<file path="config.mk">
export PLATFORM = sky130hd
export DESIGN_NAME = generator_source_with_gcu_trip_flat
export DESIGN_NICKNAME = d
export VERILOG_FILES = /design/src/hdl/gcu_pkg.sv /design/src/hdl/gcu_in_if.sv /design/src/hdl/gcu_out_if.sv /design/src/hdl/gcu_cfg_if.sv /design/src/hdl/gcu_cfg_regs.sv /design/src/hdl/gcu_div.sv /design/src/hdl/generator_source_with_gcu_trip.sv /design/src/flat_wrapper.sv
export SDC_FILE = /design/constraint.sdc
export NUM_CORES = 2
export LEC_CHECK = 0
export ABC_CLOCK_PERIOD_IN_PS = 28700
export CORE_MARGIN = 2
export CORE_UTILIZATION = 65
export DETAILED_ROUTE_END_ITERATION = 12
export DONT_BUFFER_PORTS = 1
export GPL_TIMING_DRIVEN = 0
export PLACE_DENSITY = 0.78
export SETUP_SLACK_MARGIN = 0.02
export SYNTH_ARGS = -nofsm -noshare
export SYNTH_HDL_FRONTEND = slang
export SYNTH_SLANG_ARGS = --single-unit
</file>
<file path="constraint.sdc">
create_clock -name clk_i -period 28.7 [get_ports clk_i]
set_input_delay 8.61 -clock clk_i [delete_from_list [all_inputs] [get_ports clk_i]]
set_output_delay 8.61 -clock clk_i [all_outputs]
set_load 0.02 [all_outputs]
</file>
<file path="src/hdl/gcu_pkg.sv">
package gcu_pkg;

  // field widths
  localparam int unsigned VOLT_W     = 16;
  localparam int unsigned FREQ_W     = 14;
  localparam int unsigned FNOM_W     = 13;
  localparam int unsigned SPEED_W    = 14;
  localparam int unsigned TICK_W     = 10;
  localparam int unsigned TIMER_W    = 16;
  localparam int unsigned CFG_IDX_W  = 3;
  localparam int unsigned CFG_DATA_W = 16;

  // shared datapath widths
  localparam int unsigned MUL_A_W    = 16;
  localparam int unsigned MUL_B_W    = 20;
  localparam int unsigned PROD_W     = MUL_A_W + MUL_B_W;
  localparam int unsigned DIVIDEND_W = PROD_W + 1;
  localparam int unsigned DIVISOR_W  = 20;
  localparam int unsigned QUOT_W     = 16;
  localparam int unsigned CNT_W      = $clog2(QUOT_W);

  // fixed-point constants
  localparam logic [SPEED_W-1:0]   SPEED_FULL   = 14'd10000;
  localparam logic [FREQ_W-1:0]    FREQ_MAX     = 14'd16383;
  localparam logic [VOLT_W-1:0]    VOLT_MAX     = 16'd65535;
  localparam logic [VOLT_W-1:0]    FAULT_STEP   = 16'd2000;
  localparam logic [VOLT_W-1:0]    OVER_NO_PROT = 16'd34000;
  localparam logic [VOLT_W-1:0]    UNDER_NO_PROT = 16'd16000;
  localparam logic [TIMER_W-1:0]   TIMER_MAX    = 16'd65535;
  localparam logic [MUL_B_W-1:0]   BASE_PCT     = 20'd95;
  localparam logic [MUL_B_W-1:0]   SPAN_PCT     = 20'd5;
  localparam logic [DIVISOR_W-1:0] PCT_FULL     = 20'd100;
  localparam logic [DIVIDEND_W-1:0] PCT_HALF    = 37'd50;
  localparam logic [DIVISOR_W-1:0] FREQ_DIV     = 20'd10000;
  localparam logic [DIVIDEND_W-1:0] FREQ_ROUND  = 37'd5000;

  // reset values of the registers
  localparam logic [VOLT_W-1:0]  RST_NOM_V   = 16'd28000;
  localparam logic [FNOM_W-1:0]  RST_NOM_F   = 13'd0;
  localparam logic [SPEED_W-1:0] RST_MIN_SPD = 14'd0;
  localparam logic [VOLT_W-1:0]  RST_OVER    = 16'd32000;
  localparam logic [VOLT_W-1:0]  RST_UNDER   = 16'd24000;
  localparam logic [TIMER_W-1:0] RST_DELAY   = 16'd100;

  typedef enum logic {
    OP_TICK  = 1'b0,
    OP_CLEAR = 1'b1
  } op_e;

  typedef enum logic [1:0] {
    FAULT_NONE  = 2'd0,
    FAULT_FAIL  = 2'd1,
    FAULT_OVER  = 2'd2,
    FAULT_UNDER = 2'd3
  } fault_e;

  typedef enum logic [CFG_IDX_W-1:0] {
    REG_NOM_VOLT  = 3'd0,
    REG_NOM_FREQ  = 3'd1,
    REG_MIN_SPEED = 3'd2,
    REG_OVER_LIM  = 3'd3,
    REG_UNDER_LIM = 3'd4,
    REG_DELAY     = 3'd5,
    REG_PROT      = 3'd6
  } reg_idx_e;

  typedef struct packed {
    logic [VOLT_W-1:0]  nominal_voltage_mv;
    logic [FNOM_W-1:0]  nominal_freq_dhz;
    logic [SPEED_W-1:0] min_speed_cpct;
    logic [VOLT_W-1:0]  overvolt_limit_mv;
    logic [VOLT_W-1:0]  undervolt_limit_mv;
    logic [TIMER_W-1:0] trip_delay_ms;
    logic               protection_present;
  } cfg_t;

endpackage

</file>
<file path="src/hdl/gcu_in_if.sv">
interface gcu_in_if;
  logic                         valid;
  logic                         ready;
  logic                         operation;
  logic [gcu_pkg::SPEED_W-1:0]  engine_speed_cpct;
  logic [gcu_pkg::TICK_W-1:0]   tick_ms;
  logic [1:0]                   fault_code;

  modport source (output valid, operation, engine_speed_cpct, tick_ms, fault_code,
                  input ready);
  modport sink   (input valid, operation, engine_speed_cpct, tick_ms, fault_code,
                  output ready);
endinterface

</file>
<file path="src/hdl/gcu_out_if.sv">
interface gcu_out_if;
  logic                        valid;
  logic                        ready;
  logic                        online;
  logic [gcu_pkg::VOLT_W-1:0]  voltage_mv;
  logic [gcu_pkg::FREQ_W-1:0]  frequency_dhz;
  logic                        trip_latched;

  modport source (output valid, online, voltage_mv, frequency_dhz, trip_latched,
                  input ready);
  modport sink   (input valid, online, voltage_mv, frequency_dhz, trip_latched,
                  output ready);
endinterface

</file>
<file path="src/hdl/gcu_cfg_if.sv">
interface gcu_cfg_if;
  logic                            valid;
  logic                            ready;
  logic [gcu_pkg::CFG_IDX_W-1:0]   index;
  logic [gcu_pkg::CFG_DATA_W-1:0]  data;

  modport source (output valid, index, data, input ready);
  modport sink   (input valid, index, data, output ready);
endinterface

</file>
<file path="src/hdl/gcu_cfg_regs.sv">
module gcu_cfg_regs (
  input  logic          clk_i,
  input  logic          rst_ni,
  gcu_cfg_if.sink       cfg_i,
  output gcu_pkg::cfg_t cfg_o
);

  gcu_pkg::cfg_t cfg_q, cfg_d;

  assign cfg_i.ready = 1'b1;
  assign cfg_o       = cfg_q;

  always_comb begin
    cfg_d = cfg_q;
    if (cfg_i.valid) begin
      unique case (gcu_pkg::reg_idx_e'(cfg_i.index))
        gcu_pkg::REG_NOM_VOLT:  cfg_d.nominal_voltage_mv = cfg_i.data;
        gcu_pkg::REG_NOM_FREQ:  cfg_d.nominal_freq_dhz   = cfg_i.data[gcu_pkg::FNOM_W-1:0];
        gcu_pkg::REG_MIN_SPEED: cfg_d.min_speed_cpct     = cfg_i.data[gcu_pkg::SPEED_W-1:0];
        gcu_pkg::REG_OVER_LIM:  cfg_d.overvolt_limit_mv  = cfg_i.data;
        gcu_pkg::REG_UNDER_LIM: cfg_d.undervolt_limit_mv = cfg_i.data;
        gcu_pkg::REG_DELAY:     cfg_d.trip_delay_ms      = cfg_i.data;
        gcu_pkg::REG_PROT:      cfg_d.protection_present = cfg_i.data[0];
        default: ;
      endcase
    end
  end

  always_ff @(posedge clk_i or negedge rst_ni) begin
    if (!rst_ni) begin
      cfg_q.nominal_voltage_mv <= gcu_pkg::RST_NOM_V;
      cfg_q.nominal_freq_dhz   <= gcu_pkg::RST_NOM_F;
      cfg_q.min_speed_cpct     <= gcu_pkg::RST_MIN_SPD;
      cfg_q.overvolt_limit_mv  <= gcu_pkg::RST_OVER;
      cfg_q.undervolt_limit_mv <= gcu_pkg::RST_UNDER;
      cfg_q.trip_delay_ms      <= gcu_pkg::RST_DELAY;
      cfg_q.protection_present <= 1'b1;
    end else begin
      cfg_q <= cfg_d;
    end
  end

endmodule

</file>
<file path="src/hdl/gcu_div.sv">
// restoring divider, one quotient bit per cycle
// the caller guarantees the quotient fits in QUOT_W bits
module gcu_div (
  input  logic                             clk_i,
  input  logic                             rst_ni,
  input  logic                             start_i,
  input  logic [gcu_pkg::DIVIDEND_W-1:0]   dividend_i,
  input  logic [gcu_pkg::DIVISOR_W-1:0]    divisor_i,
  output logic                             done_o,
  output logic [gcu_pkg::QUOT_W-1:0]       quotient_o
);

  localparam int unsigned RW = gcu_pkg::DIVISOR_W;
  localparam int unsigned QW = gcu_pkg::QUOT_W;

  logic [RW-1:0]            rem_q, rem_d;
  logic [QW-1:0]            shf_q, shf_d;
  logic [RW-1:0]            dsr_q, dsr_d;
  logic [gcu_pkg::CNT_W-1:0] cnt_q, cnt_d;
  logic                     busy_q, busy_d;
  logic                     done_q, done_d;
  logic [RW:0]              trial;
  logic                     fits;

  assign trial      = {rem_q, shf_q[QW-1]};
  assign fits       = trial >= {1'b0, dsr_q};
  assign done_o     = done_q;
  assign quotient_o = shf_q;

  always_comb begin
    rem_d  = rem_q;
    shf_d  = shf_q;
    dsr_d  = dsr_q;
    cnt_d  = cnt_q;
    busy_d = busy_q;
    done_d = 1'b0;
    if (start_i) begin
      rem_d  = dividend_i[QW+RW-1:QW];
      shf_d  = dividend_i[QW-1:0];
      dsr_d  = divisor_i;
      cnt_d  = gcu_pkg::CNT_W'(QW - 1);
      busy_d = 1'b1;
    end else if (busy_q) begin
      rem_d = fits ? RW'(trial - {1'b0, dsr_q}) : trial[RW-1:0];
      shf_d = {shf_q[QW-2:0], fits};
      cnt_d = cnt_q - 1'b1;
      if (cnt_q == '0) begin
        busy_d = 1'b0;
        done_d = 1'b1;
      end
    end
  end

  always_ff @(posedge clk_i or negedge rst_ni) begin
    if (!rst_ni) begin
      busy_q <= 1'b0;
      done_q <= 1'b0;
      cnt_q  <= '0;
    end else begin
      busy_q <= busy_d;
      done_q <= done_d;
      cnt_q  <= cnt_d;
    end
  end

  always_ff @(posedge clk_i) begin
    rem_q <= rem_d;
    shf_q <= shf_d;
    dsr_q <= dsr_d;
  end

endmodule

</file>
<file path="src/hdl/generator_source_with_gcu_trip.sv">
// channel | dir | handshake     | word
// in_i    | in  | valid / ready | operation, engine_speed_cpct, tick_ms, fault_code
// out_o   | out | valid / ready | online, voltage_mv, frequency_dhz, trip_latched
// cfg_i   | in  | valid / ready | index, data (register write, always ready)
//
// an online tick makes up to two 16-step passes through the shared divider, each
// behind a registered product of the shared multiplier; a clear, a fail fault or
// an offline tick goes from ST_PROT straight to ST_OUT; the voltage pass is
// skipped at full factor and the frequency pass for a dc source
// rst_ni clears the sequencer, trip state and the stored voltage and frequency
// a new word is taken while a result waits on out_o; the next result holds in the
// sequencer until the output register frees up
module generator_source_with_gcu_trip (
  input  logic  clk_i,
  input  logic  rst_ni,
  gcu_in_if.sink    in_i,
  gcu_out_if.source out_o,
  gcu_cfg_if.sink   cfg_i
);

  typedef enum logic [8:0] {
    ST_IDLE   = 9'b000000001,
    ST_PROT   = 9'b000000010,
    ST_MULV   = 9'b000000100,
    ST_STARTV = 9'b000001000,
    ST_WAITV  = 9'b000010000,
    ST_MULF   = 9'b000100000,
    ST_STARTF = 9'b001000000,
    ST_WAITF  = 9'b010000000,
    ST_OUT    = 9'b100000000
  } state_e;

  localparam int unsigned VW = gcu_pkg::VOLT_W;
  localparam int unsigned FW = gcu_pkg::FREQ_W;
  localparam int unsigned SW = gcu_pkg::SPEED_W;
  localparam int unsigned TW = gcu_pkg::TIMER_W;

  gcu_pkg::cfg_t cfg;

  state_e state_q, state_d;

  // accepted word
  gcu_pkg::op_e    op_q;
  gcu_pkg::fault_e fault_q;
  logic [SW-1:0]   speed_q;
  logic [gcu_pkg::TICK_W-1:0] tick_q;

  // protection and history state
  logic [TW-1:0] timer_q, timer_d;
  logic          tripped_q, tripped_d;
  logic [VW-1:0] last_v_q, last_v_d;
  logic [FW-1:0] last_f_q, last_f_d;

  // work registers
  logic          online_q, online_d;
  logic [VW-1:0] v_q, v_d;
  logic [FW-1:0] f_q, f_d;
  logic [SW-1:0] den_q, den_d;
  logic [SW-1:0] num_q, num_d;
  logic [gcu_pkg::PROD_W-1:0] prod_q, prod_d;

  // output register
  logic          out_valid_q, out_valid_d;
  logic          out_online_q, out_online_d;
  logic [VW-1:0] out_v_q, out_v_d;
  logic [FW-1:0] out_f_q, out_f_d;
  logic          out_trip_q, out_trip_d;

  // shared units
  logic [gcu_pkg::MUL_A_W-1:0]    mul_a;
  logic [gcu_pkg::MUL_B_W-1:0]    mul_b;
  logic [gcu_pkg::PROD_W-1:0]     mul_p;
  logic [gcu_pkg::MUL_B_W-1:0]    wsum;
  logic                           div_start;
  logic [gcu_pkg::DIVIDEND_W-1:0] div_dividend;
  logic [gcu_pkg::DIVISOR_W-1:0]  div_divisor;
  logic                           div_done;
  logic [gcu_pkg::QUOT_W-1:0]     div_quot;

  // per-tick decode
  logic          in_acc;
  logic          rpm_ok;
  logic          lv_high, lv_low, exceeded;
  logic [TW:0]   timer_sum;
  logic [TW-1:0] timer_sat;
  logic          trip_now;
  logic [SW-1:0] den_c, num_c;
  logic          full_c;
  logic          fnom_nz;
  logic [VW:0]   over_sum;
  logic [VW-1:0] v_fin;

  gcu_cfg_regs u_cfg (
    .clk_i  (clk_i),
    .rst_ni (rst_ni),
    .cfg_i  (cfg_i),
    .cfg_o  (cfg)
  );

  gcu_div u_div (
    .clk_i      (clk_i),
    .rst_ni     (rst_ni),
    .start_i    (div_start),
    .dividend_i (div_dividend),
    .divisor_i  (div_divisor),
    .done_o     (div_done),
    .quotient_o (div_quot)
  );

  assign in_i.ready          = (state_q == ST_IDLE);
  assign in_acc              = in_i.valid && in_i.ready;
  assign out_o.valid         = out_valid_q;
  assign out_o.online        = out_online_q;
  assign out_o.voltage_mv    = out_v_q;
  assign out_o.frequency_dhz = out_f_q;
  assign out_o.trip_latched  = out_trip_q;

  // protection on last tick's voltage
  assign rpm_ok    = speed_q >= cfg.min_speed_cpct;
  assign lv_high   = (last_v_q != '0) && (last_v_q > cfg.overvolt_limit_mv);
  assign lv_low    = (last_v_q != '0) && (last_v_q < cfg.undervolt_limit_mv) && rpm_ok;
  assign exceeded  = lv_high || lv_low || (fault_q == gcu_pkg::FAULT_OVER)
                     || (fault_q == gcu_pkg::FAULT_UNDER);
  assign timer_sum = {1'b0, timer_q} + (TW+1)'(tick_q);
  assign timer_sat = timer_sum[TW] ? gcu_pkg::TIMER_MAX : timer_sum[TW-1:0];
  assign trip_now  = timer_sat >= cfg.trip_delay_ms;

  // voltage ramp terms, only used when the speed is at or above the minimum
  assign den_c   = gcu_pkg::SPEED_FULL - cfg.min_speed_cpct;
  assign num_c   = speed_q - cfg.min_speed_cpct;
  assign full_c  = (cfg.min_speed_cpct >= gcu_pkg::SPEED_FULL) || (num_c >= den_c);
  assign fnom_nz = cfg.nominal_freq_dhz != '0;

  // shared multiplier: nominal * (95 den + 5 num), or nominal freq * speed
  assign wsum = gcu_pkg::MUL_B_W'(den_q) * gcu_pkg::BASE_PCT
              + gcu_pkg::MUL_B_W'(num_q) * gcu_pkg::SPAN_PCT;

  always_comb begin
    if (state_q == ST_MULF) begin
      mul_a = gcu_pkg::MUL_A_W'(cfg.nominal_freq_dhz);
      mul_b = gcu_pkg::MUL_B_W'(speed_q);
    end else begin
      mul_a = cfg.nominal_voltage_mv;
      mul_b = wsum;
    end
  end

  assign mul_p = gcu_pkg::PROD_W'(mul_a) * gcu_pkg::PROD_W'(mul_b);

  // shared divider: rounded voltage ratio or frequency scaling
  always_comb begin
    if (state_q == ST_STARTF) begin
      div_dividend = gcu_pkg::DIVIDEND_W'(prod_q) + gcu_pkg::FREQ_ROUND;
      div_divisor  = gcu_pkg::FREQ_DIV;
    end else begin
      div_dividend = gcu_pkg::DIVIDEND_W'(prod_q)
                   + gcu_pkg::DIVIDEND_W'(den_q) * gcu_pkg::PCT_HALF;
      div_divisor  = gcu_pkg::DIVISOR_W'(den_q) * gcu_pkg::PCT_FULL;
    end
  end

  // fault injection overrides the online voltage
  assign over_sum = {1'b0, cfg.overvolt_limit_mv} + {1'b0, gcu_pkg::FAULT_STEP};

  always_comb begin
    v_fin = v_q;
    if (online_q) begin
      unique case (fault_q)
        gcu_pkg::FAULT_OVER: begin
          if (cfg.protection_present) begin
            v_fin = over_sum[VW] ? gcu_pkg::VOLT_MAX : over_sum[VW-1:0];
          end else begin
            v_fin = gcu_pkg::OVER_NO_PROT;
          end
        end
        gcu_pkg::FAULT_UNDER: begin
          if (cfg.protection_present) begin
            v_fin = (cfg.undervolt_limit_mv >= gcu_pkg::FAULT_STEP)
                  ? cfg.undervolt_limit_mv - gcu_pkg::FAULT_STEP : '0;
          end else begin
            v_fin = gcu_pkg::UNDER_NO_PROT;
          end
        end
        default: ;
      endcase
    end
  end

  // sequencer
  always_comb begin
    state_d      = state_q;
    timer_d      = timer_q;
    tripped_d    = tripped_q;
    last_v_d     = last_v_q;
    last_f_d     = last_f_q;
    online_d     = online_q;
    v_d          = v_q;
    f_d          = f_q;
    den_d        = den_q;
    num_d        = num_q;
    prod_d       = prod_q;
    div_start    = 1'b0;
    out_valid_d  = out_valid_q && !out_o.ready;
    out_online_d = out_online_q;
    out_v_d      = out_v_q;
    out_f_d      = out_f_q;
    out_trip_d   = out_trip_q;

    unique case (state_q)
      ST_IDLE: begin
        if (in_acc) begin
          state_d = ST_PROT;
        end
      end
      ST_PROT: begin
        online_d = 1'b0;
        v_d      = '0;
        f_d      = '0;
        state_d  = ST_OUT;
        if (op_q == gcu_pkg::OP_CLEAR) begin
          // unlatch and report the previous tick's values
          tripped_d = 1'b0;
          timer_d   = '0;
          v_d       = last_v_q;
          f_d       = last_f_q;
        end else if (fault_q != gcu_pkg::FAULT_FAIL) begin
          if (cfg.protection_present && !tripped_q) begin
            if (exceeded) begin
              timer_d   = timer_sat;
              tripped_d = trip_now;
            end else begin
              timer_d = '0;
            end
          end
          online_d = rpm_ok && !tripped_d;
          if (online_d) begin
            den_d = den_c;
            num_d = num_c;
            v_d   = cfg.nominal_voltage_mv;
            f_d   = last_f_q;
            if (!full_c) begin
              state_d = ST_MULV;
            end else if (fnom_nz) begin
              state_d = ST_MULF;
            end
          end
        end
      end
      ST_MULV: begin
        prod_d  = mul_p;
        state_d = ST_STARTV;
      end
      ST_STARTV: begin
        div_start = 1'b1;
        state_d   = ST_WAITV;
      end
      ST_WAITV: begin
        if (div_done) begin
          v_d     = div_quot;
          state_d = fnom_nz ? ST_MULF : ST_OUT;
        end
      end
      ST_MULF: begin
        prod_d  = mul_p;
        state_d = ST_STARTF;
      end
      ST_STARTF: begin
        div_start = 1'b1;
        state_d   = ST_WAITF;
      end
      ST_WAITF: begin
        if (div_done) begin
          f_d     = (div_quot > gcu_pkg::QUOT_W'(gcu_pkg::FREQ_MAX))
                  ? gcu_pkg::FREQ_MAX : div_quot[FW-1:0];
          state_d = ST_OUT;
        end
      end
      ST_OUT: begin
        if (!out_valid_q || out_o.ready) begin
          out_valid_d  = 1'b1;
          out_online_d = online_q;
          out_v_d      = v_fin;
          out_f_d      = f_q;
          out_trip_d   = tripped_q;
          last_v_d     = v_fin;
          last_f_d     = f_q;
          state_d      = ST_IDLE;
        end
      end
      default: state_d = ST_IDLE;
    endcase
  end

  always_ff @(posedge clk_i or negedge rst_ni) begin
    if (!rst_ni) begin
      state_q     <= ST_IDLE;
      timer_q     <= '0;
      tripped_q   <= 1'b0;
      last_v_q    <= '0;
      last_f_q    <= '0;
      out_valid_q <= 1'b0;
    end else begin
      state_q     <= state_d;
      timer_q     <= timer_d;
      tripped_q   <= tripped_d;
      last_v_q    <= last_v_d;
      last_f_q    <= last_f_d;
      out_valid_q <= out_valid_d;
    end
  end

  always_ff @(posedge clk_i) begin
    if (in_acc) begin
      op_q    <= gcu_pkg::op_e'(in_i.operation);
      fault_q <= gcu_pkg::fault_e'(in_i.fault_code);
      speed_q <= in_i.engine_speed_cpct;
      tick_q  <= in_i.tick_ms;
    end
    online_q     <= online_d;
    v_q          <= v_d;
    f_q          <= f_d;
    den_q        <= den_d;
    num_q        <= num_d;
    prod_q       <= prod_d;
    out_online_q <= out_online_d;
    out_v_q      <= out_v_d;
    out_f_q      <= out_f_d;
    out_trip_q   <= out_trip_d;
  end

endmodule
</file>
<file path="src/flat_wrapper.sv">
// flat-port wrapper written by rule: the top's interface ports become plain ports
module generator_source_with_gcu_trip_flat 
  (clk_i, rst_ni, in_i_valid, in_i_operation, in_i_engine_speed_cpct, in_i_tick_ms, in_i_fault_code, in_i_ready, out_o_valid, out_o_online, out_o_voltage_mv, out_o_frequency_dhz, out_o_trip_latched, out_o_ready, cfg_i_valid, cfg_i_index, cfg_i_data, cfg_i_ready);
  gcu_in_if in_i_i ();
  gcu_out_if out_o_i ();
  gcu_cfg_if cfg_i_i ();
  input  logic clk_i;
  input  logic rst_ni;
  input wire logic [$bits(in_i_i.valid)-1:0] in_i_valid;
  input wire logic [$bits(in_i_i.operation)-1:0] in_i_operation;
  input wire logic [$bits(in_i_i.engine_speed_cpct)-1:0] in_i_engine_speed_cpct;
  input wire logic [$bits(in_i_i.tick_ms)-1:0] in_i_tick_ms;
  input wire logic [$bits(in_i_i.fault_code)-1:0] in_i_fault_code;
  output wire logic [$bits(in_i_i.ready)-1:0] in_i_ready;
  output wire logic [$bits(out_o_i.valid)-1:0] out_o_valid;
  output wire logic [$bits(out_o_i.online)-1:0] out_o_online;
  output wire logic [$bits(out_o_i.voltage_mv)-1:0] out_o_voltage_mv;
  output wire logic [$bits(out_o_i.frequency_dhz)-1:0] out_o_frequency_dhz;
  output wire logic [$bits(out_o_i.trip_latched)-1:0] out_o_trip_latched;
  input wire logic [$bits(out_o_i.ready)-1:0] out_o_ready;
  input wire logic [$bits(cfg_i_i.valid)-1:0] cfg_i_valid;
  input wire logic [$bits(cfg_i_i.index)-1:0] cfg_i_index;
  input wire logic [$bits(cfg_i_i.data)-1:0] cfg_i_data;
  output wire logic [$bits(cfg_i_i.ready)-1:0] cfg_i_ready;
  assign in_i_i.valid = in_i_valid;
  assign in_i_i.operation = in_i_operation;
  assign in_i_i.engine_speed_cpct = in_i_engine_speed_cpct;
  assign in_i_i.tick_ms = in_i_tick_ms;
  assign in_i_i.fault_code = in_i_fault_code;
  assign in_i_ready = in_i_i.ready;
  assign out_o_valid = out_o_i.valid;
  assign out_o_online = out_o_i.online;
  assign out_o_voltage_mv = out_o_i.voltage_mv;
  assign out_o_frequency_dhz = out_o_i.frequency_dhz;
  assign out_o_trip_latched = out_o_i.trip_latched;
  assign out_o_i.ready = out_o_ready;
  assign cfg_i_i.valid = cfg_i_valid;
  assign cfg_i_i.index = cfg_i_index;
  assign cfg_i_i.data = cfg_i_data;
  assign cfg_i_ready = cfg_i_i.ready;
  generator_source_with_gcu_trip u_core (.clk_i(clk_i), .rst_ni(rst_ni), .in_i(in_i_i), .out_o(out_o_i), .cfg_i(cfg_i_i));
endmodule
</file>
==> results.sh <==
export IMPL_end_kind="register"
export IMPL_final_min_clock_period_ps=12680
export IMPL_ios=86
export IMPL_finalSetupTns_ps=0
export IMPL_yosys_cell_count_top_type="inv_1"
export IMPL_worst_ep_required_time_ps=29010
export IMPL_final_nets=4385
export IMPL_arrival_ps=12990
export IMPL_cts_tree="built"
export IMPL_rsz0062_at_grt="no"
export IMPL_ys_warn_count=0
export IMPL_cpMaxStageDelayCell="xnor2_1"
export IMPL_fmax_mhz=78.9
export IMPL_ys_top_cells_by_count="inv_1 (562), nand2_1 (452), ha_1 (347)"
export IMPL_utilization_pct=70.6
export IMPL_r2r_slack_ps=16020
export IMPL_synthesis_instances=3607
export IMPL_root_buffer="clkbuf_16"
export IMPL_skew_ps=23.3
export IMPL_die_h_um=236
export IMPL_cts_hold_buf=0
export IMPL_synth_edf_count=208
export IMPL_htreeDepth=2
export IMPL_synthArstFlopShare_pct=42.7
export IMPL_slowest_delay_ps=740
export IMPL_drv_cap=0
export IMPL_holdWs_ps=450
export IMPL_synth_nets=4340
export IMPL_numCtsBuffers=41
export IMPL_synth_area_leaders="fa_1 (19%), edfxtp_1 (18%), ha_1 (12%)"
export IMPL_die_w_um=236
export IMPL_grt_pass1_vias=27893
export IMPL_start_util_pct=66.1
export IMPL_clkSlewWorstSetupHoldPaths_ps=60
export IMPL_synthFlopType="edfxtp_1"
export IMPL_synthesis_area_mm2=0.0349
export IMPL_drt_iter0_markers=2995
export IMPL_worst_slew_pin_slew_ps=1350
export IMPL_antenna_left=0
export IMPL_drc_errors=0
export IMPL_coreArea_mm2=0.0528
export IMPL_post_dp_hpwl_um=87100
export IMPL_viasPerCell=6.30
export IMPL_synthDistinctLibCells=99
export IMPL_clk_path_buf_depth=3
export IMPL_gp_congestion=1.01
export IMPL_grt_pass1_wl_um=164000
export IMPL_slew_headroom_pct=9.60
export IMPL_min_path_type="reg -> reg"
export IMPL_setup_violations=0
export IMPL_drv_slew=0
export IMPL_wl_per_cell_um=24.7
export IMPL_wirelength_um=108000
export IMPL_period_share_pct=44.2
export IMPL_startpoint_type="register"
export IMPL_status="finished clean"
export IMPL_yosysTopAreaCell="fa_1"
export IMPL_synth_top_area_share_pct=19.2
export IMPL_post_cts_buffers=0
export IMPL_grt_antenna_before_repair=4
export IMPL_cts_resized=0
export IMPL_hold_violations=0
export IMPL_grt_util_all_layers_pct=39.2
export IMPL_crit_fanout=10
export IMPL_first_pass_iters=6
export IMPL_area_delta_synth_final_pct=6.81
export IMPL_crit_type="reg -> reg"
export IMPL_drive_gt1_share_pct=7.06
export IMPL_row_count=84
export IMPL_crit_path_frequent_cell="fa_1"
export IMPL_grt_remaining_overflow=0
export IMPL_clk_latency_ps=590
export IMPL_fp_dieArea_mm2=0.0555
export IMPL_n_fill_cell=3851
export IMPL_io_buffers=0
export IMPL_cts_sinks=363
export IMPL_vias=27554
export IMPL_ys_ff_latch=363
export IMPL_yosysSeqAreaShare_pct=29.1
export IMPL_grt_max_degree=156
export IMPL_syn_avg_cell_area_um2=9.67
-- worst max-delay path: cells and delay by family, from the launching register on --
kind / cells / cell delay [ps]
compound gates: 10 / 2140
xor+xnor: 2 / 910
fa+ha+maj: 13 / 6630
simple gates: 4 / 800
buf+inv: 7 / 1280
flops: 1 / 650
-- cell type report --
cell class / instances / area, um^2 / share of cell area, %
clock inverters: 30 / 389 / 1.04
clock buffers: 46 / 1070 / 2.86
multi-input cells: 2579 / 22200 / 59.5
repair buffers: 2 / 47.5 / 0.128
well taps: 688 / 861 / 2.31
diodes: 1 / 2.50 / 0.00672
plain buffers: 101 / 444 / 1.19
inverters: 564 / 2120 / 5.68
flip-flops and latches: 363 / 10200 / 27.3
-- layout by cell type (no fill, tap or decap), types with 10 or more instances in the layout --
cell / count
inv_1: 561
nand2_1: 452
ha_1: 347
fa_1: 335
nor2_1: 273
edfxtp_1: 208
a21oi_1: 152
dfrtp_1: 130
xnor2_1: 116
o21ai_0: 110
mux2_2: 76
a21o_1: 75
clkbuf_1: 74
a211oi_1: 51
nand3_1: 49
xor2_1: 47
nor3_1: 46
and2_1: 43
clkbuf_16: 42
and3_1: 32
o21a_1: 29
nor2b_1: 26
dfstp_2: 25
o21ai_1: 24
nand4_1: 23
nand2b_1: 20
buf_2: 20
a22oi_1: 20
o21bai_1: 19
nor4_1: 18
a31oi_1: 15
or2_2: 12
or3_1: 10
-- flip-flops by register name, summed over array words and instances (netlist names), 2 cells and up --
name                        cells
u_core.den_q                   14
u_core.out_o.frequency_dhz     14
u_core.fault_q                  2
u_core.u_div.quotient_o        16
u_core.out_o.voltage_mv        16
u_core.v_q                     16
u_core.prod_q                  36
u_core.tick_q                  10
u_core.u_div.rem_q             20
u_core.u_div.dsr_q             18
u_core.u_div.cnt_q              4
u_core.last_v_q                16
u_core.speed_q                 14
u_core.num_q                   14
u_core.u_cfg.cfg_o             92
u_core.f_q                     14
u_core.timer_q                 16
u_core.state_q                  9
u_core.last_f_q                14
-- stage by stage --
step | setup WS [ps] | instance area (um^2) | std cells
3_3_place_gp | 16490 | 35700 | 4295
5_1_grt | 15610 | 37200 | 4373
2_1_floorplan | 18110 | 34900 | 3607
4_1_cts | 16210 | 37200 | 4371
6_report | 16020 | 37200 | 4374
3_5_place_dp | 16280 | 35700 | 4295
-- cells by family (layout without fill, tap and decap cells) --
kind of cell,Yosys count,after routing,share of synthesized area (%)
buf+inv,665,743,7.34
flops,363,363,29.1
fa+ha+maj,682,682,31.7
xor+xnor,166,166,4.23
other cells,1,2,0.0108
simple gates,1051,1051,13.6
mux,79,79,2.54
compound gates,600,600,11.5
-- routing by layer --
metal | vias up | wire (um) | GRT usage, %
met5 | - | 27 | 0
met4 | 4 | 6410 | 19.8
met3 | 315 | 10800 | 8.55
met2 | 1578 | 48200 | 60.8
met1 | 13571 | 42800 | 52.4
li1 | 12086 | - | -
-- final timing paths --
| kind | from | to | depth (start not counted) |
|---|---|---|---|
| setup reg to reg | u_core.den_q[5] | u_core.prod_q[34] | 36 |
| max in group asynchronous | rst_ni | u_core.u_cfg.cfg_o[89] | 0 |
| hold / removal | u_core.f_q[10] | u_core.out_o.frequency_dhz[10] | 0 |
| min in group asynchronous | rst_ni | u_core.last_f_q[2] | 0 |
| setup / recovery | u_core.den_q[5] | u_core.prod_q[34] | 36 |
| hold reg to reg | u_core.f_q[10] | u_core.out_o.frequency_dhz[10] | 0 |
Power is not shown: default switching activity piles up to over one toggle a cycle in this logic, so the estimate is an artifact.
